===== config.mk =====
export PLATFORM = sky130hd
export DESIGN_NAME = motor_velocity_watchdog_ramp
export DESIGN_NICKNAME = d
export VERILOG_FILES = /design/src/hw/rtl/mvwr_pkg.sv /design/src/hw/rtl/mvwr_regs.sv /design/src/hw/rtl/mvwr_serial_div.sv /design/src/hw/rtl/mvwr_update.sv /design/src/hw/rtl/motor_velocity_watchdog_ramp.sv
export SDC_FILE = /design/constraint.sdc
export NUM_CORES = 1
export LEC_CHECK = 0
export BUFFER_PORTS_ARGS = -buffer_cell sky130_fd_sc_hd__buf_2
export CORE_MARGIN = 3
export CORE_UTILIZATION = 35
export CTS_BUF_LIST = sky130_fd_sc_hd__clkbuf_16
export DETAILED_ROUTE_END_ITERATION = 7
export GPL_TIMING_DRIVEN = 0
export PLACE_DENSITY_LB_ADDON = 0.12
export SLEW_MARGIN = 10
export SYNTH_ARGS = -nofsm -noshare
export SYNTH_HDL_FRONTEND = slang
export SYNTH_SLANG_ARGS = --single-unit

===== constraint.sdc =====
create_clock -name clk -period 9.6 [get_ports clk]
set_input_delay 1.92 -clock clk [delete_from_list [all_inputs] [get_ports clk]]
set_output_delay 1.92 -clock clk [all_outputs]
set_load 0.05 [all_outputs]

===== src/hw/rtl/mvwr_pkg.sv =====
// shared types and constants for the motor velocity watchdog ramp block
// no dependencies; imported by every module of the block
package mvwr_pkg;

    // motor count range is 1 to 2 (motor_index is one bit)
    localparam int MOTOR_COUNT_DEFAULT = 2;

    // mode codes
    localparam logic [2:0] MODE_DISABLE   = 3'd0;
    localparam logic [2:0] MODE_POSITION  = 3'd1;
    localparam logic [2:0] MODE_VELOCITY  = 3'd2;
    localparam logic [2:0] MODE_TORQUE    = 3'd3;
    localparam logic [2:0] MODE_DIRECT    = 3'd4;
    localparam logic [2:0] MODE_EMERGENCY = 3'd5;

    // item opcodes
    localparam logic [1:0] OP_VEL_CMD  = 2'd0;
    localparam logic [1:0] OP_TICK     = 2'd1;
    localparam logic [1:0] OP_SET_MODE = 2'd2;
    localparam logic [1:0] OP_NOP      = 2'd3;

    // register indexes on the config port
    localparam int         ADDR_W          = 5;
    localparam logic [2:0] REG_VEL_LIMIT   = 3'd0;
    localparam logic [2:0] REG_TIMEOUT     = 3'd1;
    localparam logic [2:0] REG_RAMP_STEPS  = 3'd2;
    localparam logic [2:0] REG_STOP_TICKS  = 3'd3;
    localparam logic [2:0] REG_POLARITY    = 3'd4;

    // register reset values
    localparam logic [14:0] VEL_LIMIT_RST  = 15'd25000;
    localparam logic [15:0] TIMEOUT_RST    = 16'd500;
    localparam logic [14:0] RAMP_STEPS_RST = 15'd1000;
    localparam logic [15:0] STOP_TICKS_RST = 16'd2000;
    localparam logic [1:0]  POLARITY_RST   = 2'd0;

    // bit-serial divider: one quotient bit per cycle
    localparam int DIV_STEPS = 16;

    typedef struct packed {
        logic [14:0] velocity_limit;
        logic [15:0] timeout_ticks;
        logic [14:0] ramp_steps;
        logic [15:0] stop_ticks;
        logic [1:0]  enable_polarity;
    } cfg_t;

    typedef struct packed {
        logic [2:0]  mode;
        logic [15:0] ref_vel;
        logic [15:0] latched;
        logic [15:0] alive;
        logic [15:0] stop_cnt;
    } motor_state_t;

    typedef struct packed {
        logic [1:0]  opcode;
        logic        motor_index;
        logic [15:0] velocity_cmd;
        logic [2:0]  new_mode;
    } item_t;

    typedef struct packed {
        logic [2:0]  mode;
        logic [15:0] reference_velocity;
        logic        enable_out;
        logic        watchdog_tripped;
        logic        ramp_finished;
    } result_t;

endpackage


===== src/hw/rtl/mvwr_regs.sv =====
// apb configuration registers of the watchdog ramp block
// depends on mvwr_pkg for register indexes, reset values and cfg_t
module mvwr_regs
    import mvwr_pkg::*;
(
    input  logic              clk,
    input  logic              rst_n,
    input  logic              psel,
    input  logic              penable,
    input  logic              pwrite,
    input  logic [ADDR_W-1:0] paddr,
    input  logic [31:0]       pwdata,
    output logic [31:0]       prdata,
    output cfg_t              cfg
);

    cfg_t       cfg_reg;
    logic [2:0] reg_idx;
    logic       wr_en;

    assign reg_idx = paddr[ADDR_W-1:2];
    assign wr_en   = psel && penable && pwrite;
    assign cfg     = cfg_reg;

    // register writes
    always_ff @(posedge clk or negedge rst_n)
    begin
        if (!rst_n)
        begin
            cfg_reg.velocity_limit  <= VEL_LIMIT_RST;
            cfg_reg.timeout_ticks   <= TIMEOUT_RST;
            cfg_reg.ramp_steps      <= RAMP_STEPS_RST;
            cfg_reg.stop_ticks      <= STOP_TICKS_RST;
            cfg_reg.enable_polarity <= POLARITY_RST;
        end
        else if (wr_en)
        begin
            unique case (reg_idx)
                REG_VEL_LIMIT:  cfg_reg.velocity_limit  <= pwdata[14:0];
                REG_TIMEOUT:    cfg_reg.timeout_ticks   <= pwdata[15:0];
                REG_RAMP_STEPS: cfg_reg.ramp_steps      <= pwdata[14:0];
                REG_STOP_TICKS: cfg_reg.stop_ticks      <= pwdata[15:0];
                REG_POLARITY:   cfg_reg.enable_polarity <= pwdata[1:0];
                default:        ;
            endcase
        end
    end

    // register reads
    always_comb
    begin
        unique case (reg_idx)
            REG_VEL_LIMIT:  prdata = {17'd0, cfg_reg.velocity_limit};
            REG_TIMEOUT:    prdata = {16'd0, cfg_reg.timeout_ticks};
            REG_RAMP_STEPS: prdata = {17'd0, cfg_reg.ramp_steps};
            REG_STOP_TICKS: prdata = {16'd0, cfg_reg.stop_ticks};
            REG_POLARITY:   prdata = {30'd0, cfg_reg.enable_polarity};
            default:        prdata = 32'd0;
        endcase
    end

endmodule


===== src/hw/rtl/mvwr_serial_div.sv =====
// bit-serial restoring divider for the emergency ramp step
// depends on mvwr_pkg for DIV_STEPS; one quotient bit per cycle
module mvwr_serial_div
    import mvwr_pkg::*;
(
    input  logic        clk,
    input  logic        rst_n,
    input  logic        start,
    input  logic [15:0] dividend,
    input  logic [14:0] divisor,
    output logic        done,
    output logic [15:0] quotient
);

    localparam int CNT_W = $clog2(DIV_STEPS);

    logic             busy_reg, busy_next;
    logic             done_reg, done_next;
    logic [CNT_W-1:0] count_reg, count_next;
    logic [14:0]      rem_reg;
    logic [15:0]      quo_reg;
    logic [14:0]      dvs_reg;
    logic [15:0]      shifted;
    logic [15:0]      diff;
    logic             fits;

    // one restoring step: bring down the next dividend bit
    assign shifted = {rem_reg, quo_reg[15]};
    assign fits    = shifted >= {1'b0, dvs_reg};
    assign diff    = shifted - {1'b0, dvs_reg};

    assign done     = done_reg;
    assign quotient = quo_reg;

    // step control
    always_comb
    begin
        busy_next  = busy_reg;
        done_next  = 1'b0;
        count_next = count_reg;
        if (start)
        begin
            busy_next  = 1'b1;
            count_next = '0;
        end
        else if (busy_reg)
        begin
            count_next = count_reg + 1'b1;
            if (count_reg == CNT_W'(DIV_STEPS - 1))
            begin
                busy_next = 1'b0;
                done_next = 1'b1;
            end
        end
    end

    always_ff @(posedge clk or negedge rst_n)
    begin
        if (!rst_n)
        begin
            busy_reg  <= 1'b0;
            done_reg  <= 1'b0;
            count_reg <= '0;
        end
        else
        begin
            busy_reg  <= busy_next;
            done_reg  <= done_next;
            count_reg <= count_next;
        end
    end

    // remainder and quotient shift registers; a zero divisor acts as one
    always_ff @(posedge clk)
    begin
        if (start)
        begin
            rem_reg <= '0;
            quo_reg <= dividend;
            dvs_reg <= (divisor == '0) ? 15'd1 : divisor;
        end
        else if (busy_reg)
        begin
            rem_reg <= fits ? diff[14:0] : shifted[14:0];
            quo_reg <= {quo_reg[14:0], fits};
        end
    end

endmodule


===== src/hw/rtl/mvwr_update.sv =====
// per-item state update and result of one motor
// depends on mvwr_pkg for item, state, config and result types
module mvwr_update
    import mvwr_pkg::*;
(
    input  item_t        item,
    input  logic         in_range,
    input  motor_state_t cur,
    input  cfg_t         cfg,
    input  logic [16:0]  ramp_step,
    output motor_state_t nxt,
    output result_t      res
);

    localparam logic signed [17:0] SAT_HI = 18'sd32767;
    localparam logic signed [17:0] SAT_LO = -18'sd32768;

    logic signed [16:0] cmd_x;
    logic signed [16:0] lim_x;
    logic signed [16:0] neg_lim_x;
    logic [15:0]        cmd_clamped;
    logic signed [17:0] r_raw;
    logic signed [17:0] r_fix;
    logic [15:0]        r_sat;
    logic               lat_neg;
    logic               lat_pos;
    logic               r_neg;
    logic               r_pos;
    logic [16:0]        stop_inc;
    logic [16:0]        alive_inc;
    logic               pol;
    logic               tripped;
    logic               finished;

    // command clamp to the velocity limit
    assign cmd_x     = {item.velocity_cmd[15], item.velocity_cmd};
    assign lim_x     = {2'b00, cfg.velocity_limit};
    assign neg_lim_x = -lim_x;
    assign cmd_clamped = (cmd_x > lim_x)     ? lim_x[15:0] :
                         (cmd_x < neg_lim_x) ? neg_lim_x[15:0] :
                                               item.velocity_cmd;

    // emergency ramp: step toward zero, zero on sign flip, saturate
    assign r_raw   = $signed({{2{cur.ref_vel[15]}}, cur.ref_vel})
                   - $signed({ramp_step[16], ramp_step});
    assign lat_neg = cur.latched[15];
    assign lat_pos = !cur.latched[15] && (cur.latched != '0);
    assign r_neg   = r_raw[17];
    assign r_pos   = !r_raw[17] && (r_raw != '0);
    assign r_fix   = ((r_pos && lat_neg) || (r_neg && lat_pos)) ? '0 : r_raw;
    assign r_sat   = (r_fix > SAT_HI) ? SAT_HI[15:0] :
                     (r_fix < SAT_LO) ? SAT_LO[15:0] : r_fix[15:0];

    assign stop_inc  = {1'b0, cur.stop_cnt} + 17'd1;
    assign alive_inc = {1'b0, cur.alive} + 17'd1;
    assign pol       = cfg.enable_polarity[item.motor_index];

    // state transition by opcode and mode
    always_comb
    begin
        nxt      = cur;
        tripped  = 1'b0;
        finished = 1'b0;
        unique case (item.opcode)
            OP_VEL_CMD:
            begin
                nxt.alive   = '0;
                nxt.mode    = MODE_VELOCITY;
                nxt.ref_vel = cmd_clamped;
            end
            OP_SET_MODE:
            begin
                if (item.new_mode <= MODE_EMERGENCY)
                begin
                    nxt.mode = item.new_mode;
                    if (item.new_mode == MODE_EMERGENCY)
                    begin
                        nxt.latched = cur.ref_vel;
                    end
                end
            end
            OP_TICK:
            begin
                if (cur.mode == MODE_EMERGENCY)
                begin
                    nxt.ref_vel = r_sat;
                    if (r_sat == '0)
                    begin
                        if (stop_inc >= {1'b0, cfg.stop_ticks})
                        begin
                            nxt.mode     = MODE_DISABLE;
                            nxt.stop_cnt = '0;
                            finished     = 1'b1;
                        end
                        else
                        begin
                            nxt.stop_cnt = stop_inc[15:0];
                        end
                    end
                end
                else if (cur.mode == MODE_DISABLE)
                begin
                    nxt.ref_vel = '0;
                end
                // watchdog runs only in the active modes
                if (cur.mode >= MODE_POSITION && cur.mode <= MODE_DIRECT)
                begin
                    if (alive_inc >= {1'b0, cfg.timeout_ticks})
                    begin
                        nxt.mode     = MODE_EMERGENCY;
                        nxt.latched  = cur.ref_vel;
                        nxt.stop_cnt = '0;
                        nxt.alive    = '0;
                        tripped      = 1'b1;
                    end
                    else
                    begin
                        nxt.alive = alive_inc[15:0];
                    end
                end
            end
            OP_NOP:
            begin
            end
        endcase
    end

    // result; an unknown motor reports all zeros
    always_comb
    begin
        if (in_range)
        begin
            res.mode               = nxt.mode;
            res.reference_velocity = nxt.ref_vel;
            res.enable_out         = (nxt.mode != MODE_DISABLE) ^ pol;
            res.watchdog_tripped   = tripped;
            res.ramp_finished      = finished;
        end
        else
        begin
            res = '0;
        end
    end

endmodule


===== src/hw/rtl/motor_velocity_watchdog_ramp.sv =====
// Motor command watchdog with emergency ramp-down. An accepted item goes to S_APPLY,
// where its result enters the output register once that register is free; a tick to
// a motor in emergency goes through S_DIV first, as the ramp step latched/ramp_steps
// comes from a bit-serial restoring divider that produces one quotient bit per cycle.
// One item is in work at a time; the next is accepted as soon as the previous result
// is in the output register, even while that result waits.
// Depends on mvwr_pkg, mvwr_regs, mvwr_serial_div and mvwr_update.
module motor_velocity_watchdog_ramp
    import mvwr_pkg::*;
#(
    parameter int MOTOR_COUNT = MOTOR_COUNT_DEFAULT
)
(
    input  logic              clk,
    input  logic              rst_n,
    // config port
    input  logic              psel,
    input  logic              penable,
    input  logic              pwrite,
    input  logic [ADDR_W-1:0] paddr,
    input  logic [31:0]       pwdata,
    output logic [31:0]       prdata,
    output logic              pready,
    // item input
    input  logic              in_valid,
    output logic              in_ready,
    input  logic [1:0]        opcode,
    input  logic              motor_index,
    input  logic [15:0]       velocity_cmd,
    input  logic [2:0]        new_mode,
    // result output
    output logic              out_valid,
    input  logic              out_ready,
    output logic [2:0]        mode,
    output logic [15:0]       reference_velocity,
    output logic              enable_out,
    output logic              watchdog_tripped,
    output logic              ramp_finished
);

    localparam int IDX_W = (MOTOR_COUNT > 1) ? $clog2(MOTOR_COUNT) : 1;

    typedef enum logic [2:0] {
        S_IDLE  = 3'b001,
        S_DIV   = 3'b010,
        S_APPLY = 3'b100
    } fsm_t;

    fsm_t         fsm_reg, fsm_next;
    motor_state_t motor_reg [MOTOR_COUNT];
    item_t        item_reg;
    logic         in_range_reg;
    logic         out_valid_reg, out_valid_next;
    result_t      res_reg;

    cfg_t         cfg;
    logic         accept;
    logic         in_range_in;
    logic [IDX_W-1:0] in_idx;
    logic [IDX_W-1:0] cur_idx;
    motor_state_t cur_in;
    motor_state_t cur;
    motor_state_t nxt;
    result_t      res;
    logic         need_div;
    logic [15:0]  lat_mag;
    logic         div_done;
    logic [15:0]  div_quotient;
    logic [16:0]  ramp_mag;
    logic [16:0]  ramp_step;
    logic         out_free;
    logic         apply_fire;

    assign pready = 1'b1;

    mvwr_regs u_regs (
        .clk     (clk),
        .rst_n   (rst_n),
        .psel    (psel),
        .penable (penable),
        .pwrite  (pwrite),
        .paddr   (paddr),
        .pwdata  (pwdata),
        .prdata  (prdata),
        .cfg     (cfg)
    );

    // handshake and motor lookup on the incoming item
    assign in_ready    = (fsm_reg == S_IDLE);
    assign accept      = in_valid && in_ready;
    assign in_range_in = ({31'd0, motor_index} < MOTOR_COUNT);
    assign in_idx      = IDX_W'(motor_index);
    assign cur_in      = motor_reg[in_idx];
    assign need_div    = (opcode == OP_TICK) && in_range_in
                      && (cur_in.mode == MODE_EMERGENCY);
    assign lat_mag     = cur_in.latched[15] ? (~cur_in.latched + 16'd1) : cur_in.latched;

    mvwr_serial_div u_div (
        .clk      (clk),
        .rst_n    (rst_n),
        .start    (accept && need_div),
        .dividend (lat_mag),
        .divisor  (cfg.ramp_steps),
        .done     (div_done),
        .quotient (div_quotient)
    );

    // signed ramp step from the quotient magnitude and latched sign
    assign cur_idx   = IDX_W'(item_reg.motor_index);
    assign cur       = motor_reg[cur_idx];
    assign ramp_mag  = {1'b0, div_quotient};
    assign ramp_step = cur.latched[15] ? (~ramp_mag + 17'd1) : ramp_mag;

    mvwr_update u_update (
        .item      (item_reg),
        .in_range  (in_range_reg),
        .cur       (cur),
        .cfg       (cfg),
        .ramp_step (ramp_step),
        .nxt       (nxt),
        .res       (res)
    );

    assign out_free   = !out_valid_reg || out_ready;
    assign apply_fire = (fsm_reg == S_APPLY) && out_free;

    // sequencer
    always_comb
    begin
        fsm_next = fsm_reg;
        unique case (fsm_reg)
            S_IDLE:
            begin
                if (accept)
                begin
                    fsm_next = need_div ? S_DIV : S_APPLY;
                end
            end
            S_DIV:
            begin
                if (div_done)
                begin
                    fsm_next = S_APPLY;
                end
            end
            S_APPLY:
            begin
                if (out_free)
                begin
                    fsm_next = S_IDLE;
                end
            end
            default: fsm_next = S_IDLE;
        endcase
    end

    // output register valid
    always_comb
    begin
        out_valid_next = out_valid_reg;
        if (apply_fire)
        begin
            out_valid_next = 1'b1;
        end
        else if (out_ready)
        begin
            out_valid_next = 1'b0;
        end
    end

    always_ff @(posedge clk or negedge rst_n)
    begin
        if (!rst_n)
        begin
            fsm_reg       <= S_IDLE;
            out_valid_reg <= 1'b0;
        end
        else
        begin
            fsm_reg       <= fsm_next;
            out_valid_reg <= out_valid_next;
        end
    end

    // per-motor state
    always_ff @(posedge clk or negedge rst_n)
    begin
        if (!rst_n)
        begin
            for (int i = 0; i < MOTOR_COUNT; i++)
            begin
                motor_reg[i] <= '0;
            end
        end
        else if (apply_fire && in_range_reg)
        begin
            motor_reg[cur_idx] <= nxt;
        end
    end

    // item capture and result payload
    always_ff @(posedge clk)
    begin
        if (accept)
        begin
            item_reg.opcode       <= opcode;
            item_reg.motor_index  <= motor_index;
            item_reg.velocity_cmd <= velocity_cmd;
            item_reg.new_mode     <= new_mode;
            in_range_reg          <= in_range_in;
        end
        if (apply_fire)
        begin
            res_reg <= res;
        end
    end

    assign out_valid          = out_valid_reg;
    assign mode               = res_reg.mode;
    assign reference_velocity = res_reg.reference_velocity;
    assign enable_out         = res_reg.enable_out;
    assign watchdog_tripped   = res_reg.watchdog_tripped;
    assign ramp_finished      = res_reg.ramp_finished;

endmodule


==> impl_metrics.tcl <==
set metrics [dict create \
    intPower_mw 3.57 \
    postSynth.topFlopCell "sky130_fd_sc_hd__dfrtp_1" \
    rsz0062_at_grt "no" \
    syn_area_um2 19700 \
    post_dp_cell_area_um2 21200 \
    timing.critical_path.to_type "register" \
    worst-path-max-fanout 37 \
    final_area_um2 22500 \
    avgSynthCellArea_um2 9.49 \
    core_um2 55400 \
    synth_edf_count 75 \
    max-slew-margin-rel_pct 14.5 \
    ys_seq_elements 298 \
    timing.clock.skew_ps 11.6 \
    detail_route.wirelength_um 68200 \
    power.combinational.fraction_pct 45.8 \
    largest_reg_flops 134 \
    grtUsageTotal_pct 22.7 \
    synth-seq-area-share_pct 39.6 \
    post-route-drc-count 0 \
    first_global_vias 16700 \
    core.rowCount 86 \
    finish.utilization_pct 40.6 \
    slew_viols_final 0 \
    top_usage_layer_grt "met2" \
    cts_htree_levels 2 \
    met2_resource_use_gr_pct 37.0 \
    synth_compound_gate_area_share_pct 17.6 \
    numCtsBuffers 39 \
    synthMuxAreaShare_pct 12.6 \
    critPathLaunchType "register" \
    io_buffer_count 87 \
    total_die_area_um2 59100 \
    setup.worst_path.class "reg2reg" \
    p_sw_share_pct 43.0 \
    seq_power_share_pct 30.2 \
    synthAdderAreaFrac_pct 6.88 \
    number_of_warnings_issued_by_yosys 0 \
    cellPowerDensity_nw_per_um2 279 \
    timing.reg2reg.worst_path_depth 27 \
    synth_top_family_by_area "compound AO/OA/AOI/OAI gates" \
    register_to_register_setup_slack_ps 1000 \
    gr-total-overflow 0 \
    cts-hold-fix-buffers 0 \
    synth_simple_gate_area_share_pct 14.0 \
    crit-reg2reg-capture "motor_reg[76]$_DFFE_PN0P_" \
    initial_utilization_pct 35.5 \
    yosysTopAreaCellShare_pct 23.3 \
    switching_power_mw 2.69 \
    worst_setup_hold_path_clk_slew_ps 60 \
    routed_wire_length_per_instance_um 22.8 \
    clock-root-buffer "sky130_fd_sc_hd__clkbuf_16" \
    dieHeight_um 243 \
    timing.max_cap.violations 0 \
    outcome "complete, no violations" \
    detailroute.via_count 16800 \
    worst_slack_ps 1000 \
    via_per_inst 5.62 \
    hp-class "reg2reg" \
    tritoncts "built" \
    yosys.area.top_type "sky130_fd_sc_hd__dfrtp_1" \
    setup_violations 0 \
    number_of_instances_in_the_synthesized_netlist 2074 \
    power.static_leakage_nw 9.70 \
    share_clk_of_total_power_pct 24.0 \
    finalHoldViolCount 0 \
    finalWeightedCongestion 0.870 \
    timing.critical_path.arrival_ps 9040 \
    place_worst_setup_slack_ps -1240 \
    antenna-diode-count 0 \
    finalCritPeriodShare_pct 89.6 \
    drive_gt1_share_pct 15.1 \
    finalHoldWorstSlack_ps 479 \
    synth.top_cells.by_area "sky130_fd_sc_hd__dfrtp_1 (23%), sky130_fd_sc_hd__edfxtp_1 (11%), sky130_fd_sc_hd__ha_1 (6.7%)" \
    cts_sinks 298 \
    vdd.ir_drop.worst_v 0.000131 \
    wire_length_of_the_first_global_routing_pass_um 103000 \
    clk_latency_ps 560 \
    dp_hpwl_um 52200 \
    detail_route.iter0.violations 1141 \
    antenna_left 0 \
    max_freq_mhz 116 \
    area_delta_synth_final_pct 14.2 \
    worst_setup_path_endpoint "motor_reg[76]$_DFFE_PN0P_" \
    largest_net_degree_at_the_start_of_global_routing 88 \
    die_w_um 243 \
    worst-slew-pin-transition_ps 1250 \
    rr_startpoint "cur_idx$_DFFE_PP_" \
    globalRouteMet1Util_pct 31.8 \
    postSynth.asyncResetShare_pct 69.8 \
    yosys.area_share.xor_xnor_pct 4.09 \
    ports_placed_on_the_boundary 123 \
    crit_path_start "cur_idx$_DFFE_PP_" \
    number_of_antenna_violations_at_the_first_check_in_global_routing 1 \
    critical_path_required_ps 10040 \
    fin_total_pwr_mw 6.27 \
    groute.layer.met3.usage_pct 2.78 \
    final_nets 2389 \
    post-route-min-period_ps 8600 \
    cts_max_path_buffers 3 \
    yosysUniqueCellTypes 80 \
    drt_pre_antenna_iters 8 \
]
==> through the flow <==
step | TNS (ps) | cells
4_1_cts | 0 | 2995
3_3_place_gp | -81100 | 2924
5_1_grt | 0 | 2994
3_5_place_dp | -85260 | 2926
2_1_floorplan | 0 | 2089
6_report | 0 | 2994
==> cells in the final DEF, fill, tap and decap left out, types with 23 or more instances in the layout <==
| cell type | Yosys | final |
|---|---|---|
| sky130_fd_sc_hd__a31oi_1 | 30 | 30 |
| sky130_fd_sc_hd__xor2_1 | 29 | 29 |
| sky130_fd_sc_hd__inv_1 | 110 | 118 |
| sky130_fd_sc_hd__a221oi_1 | 23 | 23 |
| sky130_fd_sc_hd__buf_2 | 4 | 90 |
| sky130_fd_sc_hd__mux2i_1 | 94 | 94 |
| sky130_fd_sc_hd__nand3_1 | 40 | 40 |
| sky130_fd_sc_hd__mux2_2 | 108 | 108 |
| sky130_fd_sc_hd__a21oi_1 | 108 | 108 |
| sky130_fd_sc_hd__o211ai_1 | 23 | 23 |
| sky130_fd_sc_hd__dfrtp_1 | 183 | 183 |
| sky130_fd_sc_hd__nor2_1 | 143 | 143 |
| sky130_fd_sc_hd__nor2b_1 | 41 | 41 |
| sky130_fd_sc_hd__ha_1 | 105 | 105 |
| sky130_fd_sc_hd__clkbuf_1 | 102 | 100 |
| sky130_fd_sc_hd__dfstp_2 | 25 | 25 |
| sky130_fd_sc_hd__nand2_1 | 179 | 179 |
| sky130_fd_sc_hd__o22ai_1 | 45 | 45 |
| sky130_fd_sc_hd__xnor2_1 | 63 | 63 |
| sky130_fd_sc_hd__o21ai_0 | 165 | 165 |
| sky130_fd_sc_hd__clkbuf_16 | 0 | 41 |
| sky130_fd_sc_hd__edfxtp_1 | 75 | 75 |
==> critical path, stage by stage, from the launching register on <==
cell and delay [ps]:
sky130_fd_sc_hd__edfxtp_1 320, sky130_fd_sc_hd__buf_4 180, sky130_fd_sc_hd__buf_4 260, sky130_fd_sc_hd__buf_6 240
sky130_fd_sc_hd__buf_6 430, sky130_fd_sc_hd__buf_1 650, sky130_fd_sc_hd__clkbuf_2 580, sky130_fd_sc_hd__mux2_2 300
sky130_fd_sc_hd__ha_1 230, sky130_fd_sc_hd__a21boi_0 440, sky130_fd_sc_hd__nor2b_1 390, sky130_fd_sc_hd__nand2_1 220
sky130_fd_sc_hd__nor2_1 270, sky130_fd_sc_hd__and3_1 240, sky130_fd_sc_hd__xor2_1 270, sky130_fd_sc_hd__ha_1 320
sky130_fd_sc_hd__a211o_1 270, sky130_fd_sc_hd__a21oi_1 150, sky130_fd_sc_hd__nand2_1 60, sky130_fd_sc_hd__o21ai_0 140
sky130_fd_sc_hd__o21ai_0 260, sky130_fd_sc_hd__and2_1 250, sky130_fd_sc_hd__clkbuf_1 240, sky130_fd_sc_hd__nor2b_1 370
sky130_fd_sc_hd__clkbuf_1 470, sky130_fd_sc_hd__nand2_1 380, sky130_fd_sc_hd__a221oi_1 400, sky130_fd_sc_hd__nor2_1 70
==> metal layers <==
layer / part of all wire (%) / vias up
met4: 2.4 / 0
met2: 46 / 532
met3: 5.4 / 102
li1: - / 7855
met1: 46 / 8335
met5: 0 / -
==> area by class of cell <==
| class | count | area (um^2) |
|---|---|---|
| well taps | 748 | 936 |
| repair buffers | 89 | 500 |
| fillers | 5453 | 32900 |
| inverters | 110 | 413 |
| plain buffers | 136 | 604 |
| multi-input cells | 1542 | 10900 |
| flip-flops and latches | 298 | 7790 |
| clock inverters | 30 | 279 |
| clock buffers | 41 | 1030 |
==> worst min path at each step <==
| stage | startpoint | endpoint | cells after the start |
|---|---|---|---|
| detailed placement | motor_reg[92]$_DFFE_PN0P_ | motor_reg[92]$_DFFE_PN0P_ | 2 |
| global route | motor_reg[92]$_DFFE_PN0P_ | motor_reg[92]$_DFFE_PN0P_ | 2 |
| finish | motor_reg[92]$_DFFE_PN0P_ | motor_reg[92]$_DFFE_PN0P_ | 2 |
| CTS | motor_reg[92]$_DFFE_PN0P_ | motor_reg[92]$_DFFE_PN0P_ | 2 |
| global placement | motor_reg[30]$_DFFE_PN0P_ | motor_reg[30]$_DFFE_PN0P_ | 2 |
| floorplan | motor_reg[92]$_DFFE_PN0P_ | motor_reg[92]$_DFFE_PN0P_ | 2 |
==> logic make-up after synthesis <==
logic type / count (synthesis)
AND/OR/NAND/NOR: 567
AO/OA/AOI/OAI: 543
flip-flops: 298
buffers and inverters: 249
multiplexers: 216
adder cells (fa/ha/maj): 107
XOR/XNOR: 92
other: 2
==> cell usage after synthesis, types with 15 or more instances <==
library cell,n
sky130_fd_sc_hd__nor4_1,18
sky130_fd_sc_hd__nand2_1,179
sky130_fd_sc_hd__nand2b_1,16
sky130_fd_sc_hd__a21o_1,22
sky130_fd_sc_hd__edfxtp_1,75
sky130_fd_sc_hd__and3_1,19
sky130_fd_sc_hd__clkbuf_1,102
sky130_fd_sc_hd__ha_1,105
sky130_fd_sc_hd__o21ai_0,165
sky130_fd_sc_hd__a221oi_1,23
sky130_fd_sc_hd__buf_4,19
sky130_fd_sc_hd__xnor2_1,63
sky130_fd_sc_hd__a31oi_1,30
sky130_fd_sc_hd__o211ai_1,23
sky130_fd_sc_hd__dfstp_2,25
sky130_fd_sc_hd__a21oi_1,108
sky130_fd_sc_hd__nor2_1,143
sky130_fd_sc_hd__xor2_1,29
sky130_fd_sc_hd__dfrtp_1,183
sky130_fd_sc_hd__nand3_1,40
sky130_fd_sc_hd__dfxtp_1,15
sky130_fd_sc_hd__nor2b_1,41
sky130_fd_sc_hd__o22ai_1,45
sky130_fd_sc_hd__o221ai_1,15
sky130_fd_sc_hd__mux2_2,108
sky130_fd_sc_hd__nor3_1,20
sky130_fd_sc_hd__inv_1,110
sky130_fd_sc_hd__mux2i_1,94
==> power groups by stage <==
stage               clock network (mW)  registers, mW  logic, mW
global placement                     0           1.90       2.79
global route                      1.59           1.93       3.14
floorplan                            0           1.88       1.95
finish                            1.50           1.89       2.87
CTS                               1.54           1.89       2.85
detailed placement                   0           1.91       2.84
==> what timing repair did <==
action / CTS / global route
setup buffers: 0 / 0
gates resized for setup: 2 / 1
cloned: 0 / 0
setup endpoints to repair: 146 / 50
Power figures use the tool's default switching activity.
